==> config.mk <==
export PLATFORM = sky130hd
export DESIGN_NAME = marker_length_parity_deframer
export DESIGN_NICKNAME = d
export VERILOG_FILES = /design/src/hdl/mlpd_pkg.sv /design/src/hdl/mlpd_store.sv /design/src/hdl/marker_length_parity_deframer.sv
export SDC_FILE = /design/constraint.sdc
export NUM_CORES = 1
export LEC_CHECK = 0
export ABC_AREA = 0
export BUFFER_PORTS_ARGS = -buffer_cell sky130_fd_sc_hd__buf_4
export CAP_MARGIN = 0
export CELL_PAD_IN_SITES_DETAIL_PLACEMENT = 1
export CELL_PAD_IN_SITES_GLOBAL_PLACEMENT = 1
export CORE_ASPECT_RATIO = 0.8
export CORE_MARGIN = 8
export CORE_UTILIZATION = 45
export CTS_CLUSTER_DIAMETER = 200
export DETAILED_ROUTE_END_ITERATION = 12
export MAX_ROUTING_LAYER = met4
export PLACE_DENSITY_LB_ADDON = 0.1
export SYNTH_ARGS = -nofsm -noshare
export SYNTH_HDL_FRONTEND = slang
export SYNTH_SLANG_ARGS = --single-unit
==> constraint.sdc <==
create_clock -name aclk -period 4.6 [get_ports aclk]
set_input_delay 0.23 -clock aclk [delete_from_list [all_inputs] [get_ports aclk]]
set_output_delay 0.23 -clock aclk [all_outputs]
set_load 0.02 [all_outputs]
==> src/hdl/mlpd_pkg.sv <==
package mlpd_pkg;

    // Default store depth in bytes
    localparam int MAX_FRAME_DEF = 64;

    // Field widths
    localparam int BYTE_W = 8;
    localparam int KIND_W = 2;
    localparam int CFG_IDX_W = 1;
    // Expected length is the length byte plus an offset, kept without wrap
    localparam int EXP_W = BYTE_W + 1;

    // Register reset values
    localparam logic [BYTE_W-1:0] START_MARKER_RST = 8'hAA;
    localparam logic [BYTE_W-1:0] END_MARKER_RST = 8'hFF;

    // Frame layout
    localparam logic [EXP_W-1:0] LEN_OFFSET = 9'd5;
    localparam int LEN_INDEX = 2;
    localparam int MIN_CLOSE = 3;
    localparam int FIRST_SUM_INDEX = 3;

    // Configuration register indexes
    localparam logic [CFG_IDX_W-1:0] CFG_START_MARKER = 1'b0;
    localparam logic [CFG_IDX_W-1:0] CFG_END_MARKER = 1'b1;

    // Result kinds
    localparam logic [KIND_W-1:0] KIND_DATA = 2'd0;
    localparam logic [KIND_W-1:0] KIND_BAD_CHECK = 2'd1;
    localparam logic [KIND_W-1:0] KIND_TOO_LONG = 2'd2;

endpackage

==> src/hdl/mlpd_store.sv <==
module mlpd_store #(
    parameter int MAX_FRAME = mlpd_pkg::MAX_FRAME_DEF,
    parameter int ADDR_W = $clog2(MAX_FRAME)
) (
    input  logic                        aclk,
    input  logic                        wr_en,
    input  logic [ADDR_W-1:0]           wr_addr,
    input  logic [mlpd_pkg::BYTE_W-1:0] wr_data,
    input  logic [ADDR_W-1:0]           rd_addr,
    output logic [mlpd_pkg::BYTE_W-1:0] rd_data
);

    logic [mlpd_pkg::BYTE_W-1:0] mem [MAX_FRAME];
    logic [mlpd_pkg::BYTE_W-1:0] rd_data_reg;

    // Write one byte, read one byte with a registered output
    always_ff @(posedge aclk) begin
        if (wr_en) begin
            mem[wr_addr] <= wr_data;
        end
        rd_data_reg <= mem[rd_addr];
    end

    assign rd_data = rd_data_reg;

endmodule

==> src/hdl/marker_length_parity_deframer.sv <==
// Channel  | Direction | Handshake            | Payload
// s_       | in        | s_valid / s_ready    | s_rx_byte
// m_       | out       | m_valid / m_ready    | m_out_byte, m_kind, m_last
// cfg_     | in        | cfg_valid / cfg_ready| cfg_index, cfg_data
//
// One received byte is taken per cycle in idle and collect, while the output
// register is free or being drained. A good frame leaves the store word by word; each
// word is read into the store's registered output, then loaded as the output word,
// with s_ready low meanwhile. m_ready low holds the output word and stalls both.
// Reset (aresetn, synchronous, active low) returns to waiting for the start
// marker and loads the marker registers; the store itself is not cleared.
module marker_length_parity_deframer #(
    parameter int MAX_FRAME = mlpd_pkg::MAX_FRAME_DEF
) (
    input  logic                           aclk,
    input  logic                           aresetn,
    input  logic                           s_valid,
    output logic                           s_ready,
    input  logic [mlpd_pkg::BYTE_W-1:0]    s_rx_byte,
    output logic                           m_valid,
    input  logic                           m_ready,
    output logic [mlpd_pkg::BYTE_W-1:0]    m_out_byte,
    output logic [mlpd_pkg::KIND_W-1:0]    m_kind,
    output logic                           m_last,
    input  logic                           cfg_valid,
    output logic                           cfg_ready,
    input  logic [mlpd_pkg::CFG_IDX_W-1:0] cfg_index,
    input  logic [mlpd_pkg::BYTE_W-1:0]    cfg_data
);

    localparam int ADDR_W = $clog2(MAX_FRAME);
    localparam int CNT_W = $clog2(MAX_FRAME + 1);

    typedef enum logic [2:0] {
        ST_IDLE    = 3'b001,
        ST_COLLECT = 3'b010,
        ST_EMIT    = 3'b100
    } state_t;

    state_t                        state_reg, state_next;
    logic [CNT_W-1:0]              count_reg, count_next;
    logic [mlpd_pkg::BYTE_W-1:0]   len_reg, len_next;
    logic [mlpd_pkg::BYTE_W-1:0]   last_byte_reg, last_byte_next;
    logic                          par_reg, par_next;
    logic [CNT_W-1:0]              n_reg, n_next;
    logic [ADDR_W-1:0]             rd_addr_reg, rd_addr_next;
    logic                          fetched_reg, fetched_next;
    logic                          m_valid_reg, m_valid_next;
    logic [mlpd_pkg::BYTE_W-1:0]   m_out_byte_reg, m_out_byte_next;
    logic [mlpd_pkg::KIND_W-1:0]   m_kind_reg, m_kind_next;
    logic                          m_last_reg, m_last_next;
    logic [mlpd_pkg::BYTE_W-1:0]   start_marker_reg, end_marker_reg;

    logic                          out_free;
    logic                          in_fire;
    logic                          emit_step;
    logic                          wr_en;
    logic [ADDR_W-1:0]             wr_addr;
    logic [CNT_W-1:0]              count_inc;
    logic [mlpd_pkg::BYTE_W-1:0]   len_byte;
    logic [mlpd_pkg::EXP_W-1:0]    expected;
    logic                          check_ok;
    logic                          emit_last;
    logic [mlpd_pkg::BYTE_W-1:0]   rd_data;

    assign out_free  = !m_valid_reg || m_ready;
    assign s_ready   = (state_reg != ST_EMIT) && out_free;
    assign in_fire   = s_valid && s_ready;
    assign emit_step = (state_reg == ST_EMIT) && fetched_reg && out_free;
    assign cfg_ready = 1'b1;

    assign count_inc = count_reg + CNT_W'(1);
    // The length byte may be the one arriving now
    assign len_byte  = (count_reg == CNT_W'(mlpd_pkg::LEN_INDEX)) ? s_rx_byte : len_reg;
    assign expected  = {1'b0, len_byte} + mlpd_pkg::LEN_OFFSET;
    // Check byte is the previous word; parity covers index 3 up to the one before it
    assign check_ok  = (last_byte_reg == {{(mlpd_pkg::BYTE_W-1){1'b0}}, par_reg});
    assign emit_last = ((CNT_W'(rd_addr_reg) + CNT_W'(1)) == n_reg);

    // Store writes: the start marker in idle, then each collected byte while there is room
    always_comb begin
        wr_en   = 1'b0;
        wr_addr = '0;
        if (in_fire) begin
            if (state_reg == ST_IDLE) begin
                wr_en = (s_rx_byte == start_marker_reg);
            end else if (count_reg < CNT_W'(MAX_FRAME)) begin
                wr_en   = 1'b1;
                wr_addr = count_reg[ADDR_W-1:0];
            end
        end
    end

    mlpd_store #(
        .MAX_FRAME(MAX_FRAME),
        .ADDR_W   (ADDR_W)
    ) u_store (
        .aclk   (aclk),
        .wr_en  (wr_en),
        .wr_addr(wr_addr),
        .wr_data(s_rx_byte),
        .rd_addr(rd_addr_reg),
        .rd_data(rd_data)
    );

    // Frame tracking, emission and output register
    always_comb begin
        state_next      = state_reg;
        count_next      = count_reg;
        len_next        = len_reg;
        last_byte_next  = last_byte_reg;
        par_next        = par_reg;
        n_next          = n_reg;
        rd_addr_next    = rd_addr_reg;
        fetched_next    = fetched_reg;
        m_valid_next    = m_valid_reg && !m_ready;
        m_out_byte_next = m_out_byte_reg;
        m_kind_next     = m_kind_reg;
        m_last_next     = m_last_reg;

        case (state_reg)
            ST_IDLE: begin
                // Open a frame on the start marker, drop anything else
                if (in_fire && (s_rx_byte == start_marker_reg)) begin
                    state_next     = ST_COLLECT;
                    count_next     = CNT_W'(1);
                    last_byte_next = s_rx_byte;
                    par_next       = 1'b0;
                end
            end
            ST_COLLECT: begin
                if (in_fire) begin
                    if (count_reg >= CNT_W'(MAX_FRAME)) begin
                        // Store full: drop the frame
                        state_next      = ST_IDLE;
                        count_next      = '0;
                        m_valid_next    = 1'b1;
                        m_out_byte_next = '0;
                        m_kind_next     = mlpd_pkg::KIND_TOO_LONG;
                        m_last_next     = 1'b1;
                    end else begin
                        count_next     = count_inc;
                        len_next       = len_byte;
                        last_byte_next = s_rx_byte;
                        if (count_reg >= CNT_W'(mlpd_pkg::FIRST_SUM_INDEX + 1)) begin
                            par_next = par_reg ^ last_byte_reg[0];
                        end
                        if ((s_rx_byte == end_marker_reg) &&
                            (count_inc >= CNT_W'(mlpd_pkg::MIN_CLOSE))) begin
                            if (mlpd_pkg::EXP_W'(count_inc) == expected) begin
                                count_next = '0;
                                if (check_ok) begin
                                    state_next   = ST_EMIT;
                                    n_next       = count_inc;
                                    rd_addr_next = '0;
                                    fetched_next = 1'b0;
                                end else begin
                                    state_next      = ST_IDLE;
                                    m_valid_next    = 1'b1;
                                    m_out_byte_next = '0;
                                    m_kind_next     = mlpd_pkg::KIND_BAD_CHECK;
                                    m_last_next     = 1'b1;
                                end
                            end else if (expected > mlpd_pkg::EXP_W'(MAX_FRAME)) begin
                                state_next      = ST_IDLE;
                                count_next      = '0;
                                m_valid_next    = 1'b1;
                                m_out_byte_next = '0;
                                m_kind_next     = mlpd_pkg::KIND_TOO_LONG;
                                m_last_next     = 1'b1;
                            end
                        end
                    end
                end
            end
            ST_EMIT: begin
                // Hand each fetched word to the output, then advance the read
                fetched_next = !emit_step;
                if (emit_step) begin
                    m_valid_next    = 1'b1;
                    m_out_byte_next = rd_data;
                    m_kind_next     = mlpd_pkg::KIND_DATA;
                    m_last_next     = emit_last;
                    rd_addr_next    = rd_addr_reg + ADDR_W'(1);
                    if (emit_last) begin
                        state_next = ST_IDLE;
                    end
                end
            end
            default: begin
                state_next = ST_IDLE;
                count_next = '0;
            end
        endcase
    end

    always_ff @(posedge aclk) begin
        if (!aresetn) begin
            state_reg   <= ST_IDLE;
            count_reg   <= '0;
            fetched_reg <= 1'b0;
            m_valid_reg <= 1'b0;
        end else begin
            state_reg   <= state_next;
            count_reg   <= count_next;
            fetched_reg <= fetched_next;
            m_valid_reg <= m_valid_next;
        end
    end

    always_ff @(posedge aclk) begin
        len_reg        <= len_next;
        last_byte_reg  <= last_byte_next;
        par_reg        <= par_next;
        n_reg          <= n_next;
        rd_addr_reg    <= rd_addr_next;
        m_out_byte_reg <= m_out_byte_next;
        m_kind_reg     <= m_kind_next;
        m_last_reg     <= m_last_next;
    end

    // Marker registers
    always_ff @(posedge aclk) begin
        if (!aresetn) begin
            start_marker_reg <= mlpd_pkg::START_MARKER_RST;
            end_marker_reg   <= mlpd_pkg::END_MARKER_RST;
        end else if (cfg_valid && cfg_ready) begin
            case (cfg_index)
                mlpd_pkg::CFG_START_MARKER: start_marker_reg <= cfg_data;
                mlpd_pkg::CFG_END_MARKER:   end_marker_reg   <= cfg_data;
                default: ;
            endcase
        end
    end

    assign m_valid    = m_valid_reg;
    assign m_out_byte = m_out_byte_reg;
    assign m_kind     = m_kind_reg;
    assign m_last     = m_last_reg;

endmodule

Word-level counts from Yosys, hierarchy flattened
Memories as Yosys holds them, arrays and structs flattened. A register that Yosys moved wholly into a read port is not among the register bits.
Index checks and enable logic that the tools add are counted.
{"block": "word_totals", "regBits": 69, "word_cells": 154, "ramBits": 512, "input_bits": 22, "output_inout_bits": 14, "mem_count": 1}
{"name": "u_store.mem", "depth": 64, "word_bits": 8, "rd": 1, "rd_clocked_by_memory_dff": 1, "write_ports": 1, "line": "mlpd_store.sv:13", "source": "logic [mlpd_pkg::BYTE_W-1:0] mem [MAX_FRAME];"}
{"block": "op_classes", "n_mux": 80, "n_addsub": 4, "n_reduce_logical": 24, "n_bitwise": 4, "n_eq_ne": 22, "order_cmp": 5}
{"op": "two-way mux 8 bit", "n": 11}
{"op": "two-way mux 6 bit", "n": 9}
{"op": "two-way mux 7 bit", "n": 6}
{"op": "case mux 8 bit (2 select lines)", "n": 2}
{"op": "two-way mux 1 bit", "n": 28}
{"op": "two-way mux 3 bit", "n": 9}
{"op": "AND reduction 6 bit", "n": 4}
{"op": "case mux 7 bit (3 select lines)", "n": 1}
{"op": "equality test 8 bit", "n": 2}
{"op": "!= test 2 bit, second input constant", "n": 8}
{"op": "two-way mux 2 bit", "n": 7}
{"op": "case mux 6 bit (2 select lines)", "n": 1}
{"op": "adder 8 x 3 -> 9 bit, second input constant", "n": 1}
{"op": "equality test 7 x 9 -> 1 bit", "n": 1}
{"op": "greater-than comparator 9 x 7 -> 1 bit, second input constant", "n": 1}
{"op": "case mux 3 bit (3 select lines)", "n": 1}
{"op": "equality test 8 x 1 -> 1 bit", "n": 1}
{"op": "!= test 4 bit, second input constant", "n": 2}
{"op": "case mux 1 bit (2 select lines)", "n": 4}
{"op": "adder 6 x 1 -> 7 bit, second input constant", "n": 1}
{"op": "adder 7 x 1 -> 7 bit, second input constant", "n": 1}
{"op": "equality test 7 x 2 -> 1 bit, second input constant", "n": 1}
{"op": "equality test 7 bit", "n": 1}
{"op": ">= comparator 7 x 2 -> 1 bit, second input constant", "n": 1}
{"op": "other kinds (21)", "n": 35}

Logic depth before layout (Yosys ltp)
{"block": "logic_depth", "ltp_word": 10, "mapped_depth": 17, "ltp_nobuf": 14}

Hierarchy
From an unflattened synthesis, not the netlist that was laid out.
{"block": "hier_totals", "cells_unflattened": 1374, "area_unflattened_um2": 24066.8}
{"module": "mlpd_store", "n_inst": 1, "cells_each": 972, "area_per_inst_um2": 20190.6, "seq_area_each_um2": 15534.9}
{"module": "marker_length_parity_deframer", "n_inst": 1, "cells_each": 402, "area_per_inst_um2": 3876.2, "seq_area_each_um2": 1791.7}

Worst setup path after synthesis
OpenSTA, ideal clock, no wires.
{"block": "synth_timing", "path_type": "register -> register", "startpoint": "reg count_reg[0]", "endpoint": "reg rd_addr_reg[0] (enable)", "path_buffers": 3, "stages_incl_launch_ff": 16, "period_less_slack_ns": 4.316, "slack_ns": 0.284, "arrival_ns": 3.943, "setup_time_ns": 0.373, "path_cell_list": "dfxtp_1 > clkbuf_1 > clkinv_1 > ha_1 > nor2b_1 > and2_1 > buf_4 > mux2i_1 > inv_1 > ha_1 > o221a_2 > xnor3_1 > or4_1 > buf_2 > or4_1 > a221oi_2"}
{"block": "synth_between", "elab_cells_between_ends": 12, "classes_between": "2 x add/sub; 2 x order compare; 5 x eq/ne; 1 x mux; 2 x reduce/logical"}
{"item": "from (decl)", "line": "marker_length_parity_deframer.sv:41", "source": "logic [CNT_W-1:0] count_reg, count_next;"}
{"item": "from (signal assigned)", "line": "marker_length_parity_deframer.sv:205", "source": "count_reg <= count_next;"}
{"item": "adder 7 x 1 -> 7 bit (*)", "line": "marker_length_parity_deframer.sv:72", "source": "assign count_inc = count_reg + CNT_W'(1);"}
{"item": "named net count_inc[0]", "line": "marker_length_parity_deframer.sv:59", "source": "logic [CNT_W-1:0] count_inc;"}
{"item": ">= comparator 7 x 2 -> 1 bit", "line": "marker_length_parity_deframer.sv:149", "source": "(count_inc >= CNT_W'(mlpd_pkg::MIN_CLOSE))) begin"}
{"item": "logical AND 1 bit", "line": "marker_length_parity_deframer.sv:148", "source": "if ((s_rx_byte == end_marker_reg) &&"}
{"item": "!= test 2 bit (no line)"}
{"item": "AND reduction 7 bit (no line) (*)"}
{"item": "to (signal assigned)", "line": "marker_length_parity_deframer.sv:216", "source": "rd_addr_reg <= rd_addr_next;"}
{"item": "to (decl)", "line": "marker_length_parity_deframer.sv:46", "source": "logic [ADDR_W-1:0] rd_addr_reg, rd_addr_next;"}
Mark *: on every way through the listed nets, which the timed path passes. The rest lies on a longest branch.
A chain may end at the register's enable or synchronous reset.

Worst setup path after layout
{"block": "layout_timing", "startpoint": "reg count_reg[1]", "endpoint": "reg rd_addr_reg[4] (enable)"}
{"block": "layout_between", "elab_chain_cells": 6, "elab_cells_between_ends": 12, "classes_between": "2 x add/sub; 2 x order compare; 5 x eq/ne; 1 x mux; 2 x reduce/logical"}
{"item": "equality test 7 x 2 -> 1 bit", "line": "marker_length_parity_deframer.sv:74", "source": "assign len_byte = (count_reg == CNT_W'(mlpd_pkg::LEN_INDEX)) ? s_rx_byte : len_reg;"}
{"item": "two-way mux 8 bit", "line": "marker_length_parity_deframer.sv:74"}
{"item": "named net len_byte, one bit", "line": "marker_length_parity_deframer.sv:60", "source": "logic [mlpd_pkg::BYTE_W-1:0] len_byte;"}
{"item": "adder 8 x 3 -> 9 bit", "line": "marker_length_parity_deframer.sv:75", "source": "assign expected = {1'b0, len_byte} + mlpd_pkg::LEN_OFFSET;"}
{"item": "equality test 7 x 9 -> 1 bit", "line": "marker_length_parity_deframer.sv:150", "source": "if (mlpd_pkg::EXP_W'(count_inc) == expected) begin"}
{"item": "!= test 2 bit (no line)"}
{"item": "AND reduction 7 bit (no line)"}
The timed path passes the listed nets, and every way through them passes these cells.

==> results.yml <==
clock_network:
  post_cts_buffers: 0
  cts_tree: "done"
  cts_inserted_buffers: 57
  cts_buffer_depth: 3
  clk_latency_ps: 610
  clock-sinks: 589
  cts.clk_slew.worst_paths_ps: 60
  root_buffer: "clkbuf_16"
  htreeDepth: 2
yosys:
  synth_top_area_cell: "edfxtp_1"
  ys_ff_latch: 589
  synth_top_area_share_pct: 69.7
  ys_types: 64
  synth-main-ff-cell: "edfxtp_1"
  ys_seq_area_share_pct: 72.7
  async_reset_ff_share_pct: 0
  netlist_top_cells_count: "edfxtp_1, mux2i_1, nand2_1, nor2_1, a21oi_1"
  yosysMostFrequentCell: "edfxtp_1"
  syn_nets: 1458
  avgSynthCellArea_um2: 16.7
  synthTopCellsByArea: "edfxtp_1, mux4_2, mux2i_1, dfxtp_1, a21oi_1"
  yosysWarnings: 0
  synth.cell_area_um2: 23800
  synth_edf_count: 553
  synth_cells: 1430
timing:
  skew_ps: 16.5
  slew_headroom_pct: 36.8
  tightest_slew_ps: 948
  rsz0062_at_grt: "false"
  fin_ws_ps: 264
  min_period_over_period_pct: 94.3
  setup_viol: 0
  setup_tns_ps: 0
  hold_viol: 0
  min_period_ps: 4340
  drv_slew: 0
  fmax_mhz: 231
floorplanning:
  rows: 75
  die_w_um: 273
  start_util_pct: 45.5
  design.core.area_um2: 52400
  fp.dieH_um: 222
  fp.dieArea_um2: 60600
  ios: 36
global_routing:
  grt_max_degree: 65
  grt_util_all_layers_pct: 21.5
  grt_first_pass_wirelength_mm: 93.4
  grt_overflow_total: 0
  grt_pass1_vias: 13500
  antenna_found_initial: 3
layout:
  largest_register_ffs: 512
  fin_cells: 2256
  fin_util_pct: 51.8
  drive_gt1_share_pct: 18.3
  syn_to_final_growth_pct: 13.8
  top_register: "u_store.mem"
  nets: 1545
detailed_routing:
  postRouteAntennaNets: 0
  dr.pass1.iters: 5
  via_count: 13200
  routed_wl_mm: 63.9
  via_per_inst: 5.86
  wire_per_inst_um: 28.3
  drc_errors: 0
  drt_iter0_drc: 1221
setup_path:
  crit_fanout: 11
  reg2reg_from: "count_reg[1]"
  crit_type: "flip-flop to flip-flop"
  cp-end-kind: "flip-flop"
  cp_data_required_time_ps: 4910
  cp-start-kind: "flip-flop"
  cp-startpoint: "count_reg[1]"
  cp.arrival_ps: 4650
  r2r_slack_ps: 260
power_and_ir_drop:
  ir_drop_mv: 0.295
  power.density_nw_per_um2: 409
  power_mw: 11.1
  p_leak_nw: 8.49
place:
  post-dp-hpwl_mm: 40.9
  placed_cells: 2132
  portBuffers: 34
  gp_congestion: 0.813
  dp_slack_ps: 283
job:
  max_cap_viol_count: 0
worst_hold_path:
  hold_class: "input pin to flip-flop"
  worstHoldStart: "s_rx_byte[0]"
status:
  outcome: "complete, no violations"
worst max-delay path, stage by stage (launching register included):
cell and delay (ps):
dfxtp_1 550, ha_1 250, nor2b_1 250, and2_1 380, mux2i_1 320, inv_1 130, ha_1 280, xnor2_1 210
xnor2_1 140, nand4_1 100, or4_1 510, or4_1 490, a221oi_2 240, buf_4 190
path summary, 6_finish.rpt:
check	to	depth (start not counted)
worst max register to register	rd_addr_reg[4]	13
worst min register to register	start_marker_reg[2]	2
worst max-delay path	rd_addr_reg[4]	13
worst min-delay path	u_store.mem[43][0]	1
per-stage QoR:
stage	area [µm²]	hold slack, ps
6_report	27100	34.7
5_1_grt	27100	26.4
4_1_cts	27100	6.20
3_5_place_dp	25100	461
3_3_place_gp	25100	453
2_1_floorplan	23800	329
metal layers:
| metal | GRT usage [%] | part of all wire [%] | up-vias |
|---|---|---|---|
| li1 | - | - | 5835 |
| met1 | 31.8 | 48 | 6970 |
| met4 | 4.66 | 1.6 | 0 |
| met3 | 2.71 | 4.5 | 79 |
| met2 | 31.7 | 46 | 344 |
| met5 | - | 0 | - |
cell families after synthesis:
family | after synthesis | synth area share (%)
multiplexers | 209 | 12.7
other | 1 | 0.0157
AND/OR/NAND/NOR | 281 | 5.39
XOR/XNOR | 45 | 1.77
buffers and inverters | 89 | 1.49
flip-flops | 589 | 72.7
AO/OA/AOI/OAI | 210 | 5.62
adder cells (fa/ha/maj) | 6 | 0.315
power by group:
group	switching [mW]	total, mW	internal, mW
combinational	0.338	0.496	0.157
clock	1.97	4.65	2.68
sequential	0.0369	5.96	5.92
total	2.34	11.1	8.76
cells in the final DEF (no fill, tap or decap), drive strengths merged, types with 36 or more instances in the layout:
cell | synthesis | layout
o21ai | 38 | 38
nor2 | 87 | 87
dfxtp | 36 | 36
a21oi | 78 | 78
mux2i | 103 | 103
buf | 19 | 90
edfxtp | 553 | 553
mux4 | 72 | 72
clkbuf | 62 | 66
nand2 | 98 | 98
what timing repair did:
| item | CTS | global route |
|---|---|---|
| gates resized for setup | 0 | 1 |
| hold buffers | 19 | 0 |
| endpoints found under the setup margin | 0 | 5 |
| hold endpoints to repair | 46 | 0 |
layout make-up:
| cell class | count | area, µm² |
|---|---|---|
| clock inverters | 37 | 358 |
| repair buffers | 109 | 903 |
| inverters | 8 | 30.0 |
| fillers | 4873 | 25200 |
| clock buffers | 66 | 1480 |
| flip-flops and latches | 589 | 17300 |
| well taps | 693 | 867 |
| diodes | 2 | 5.00 |
| multi-input cells | 752 | 6170 |
Note: power is estimated with default switching activity, not from simulation.
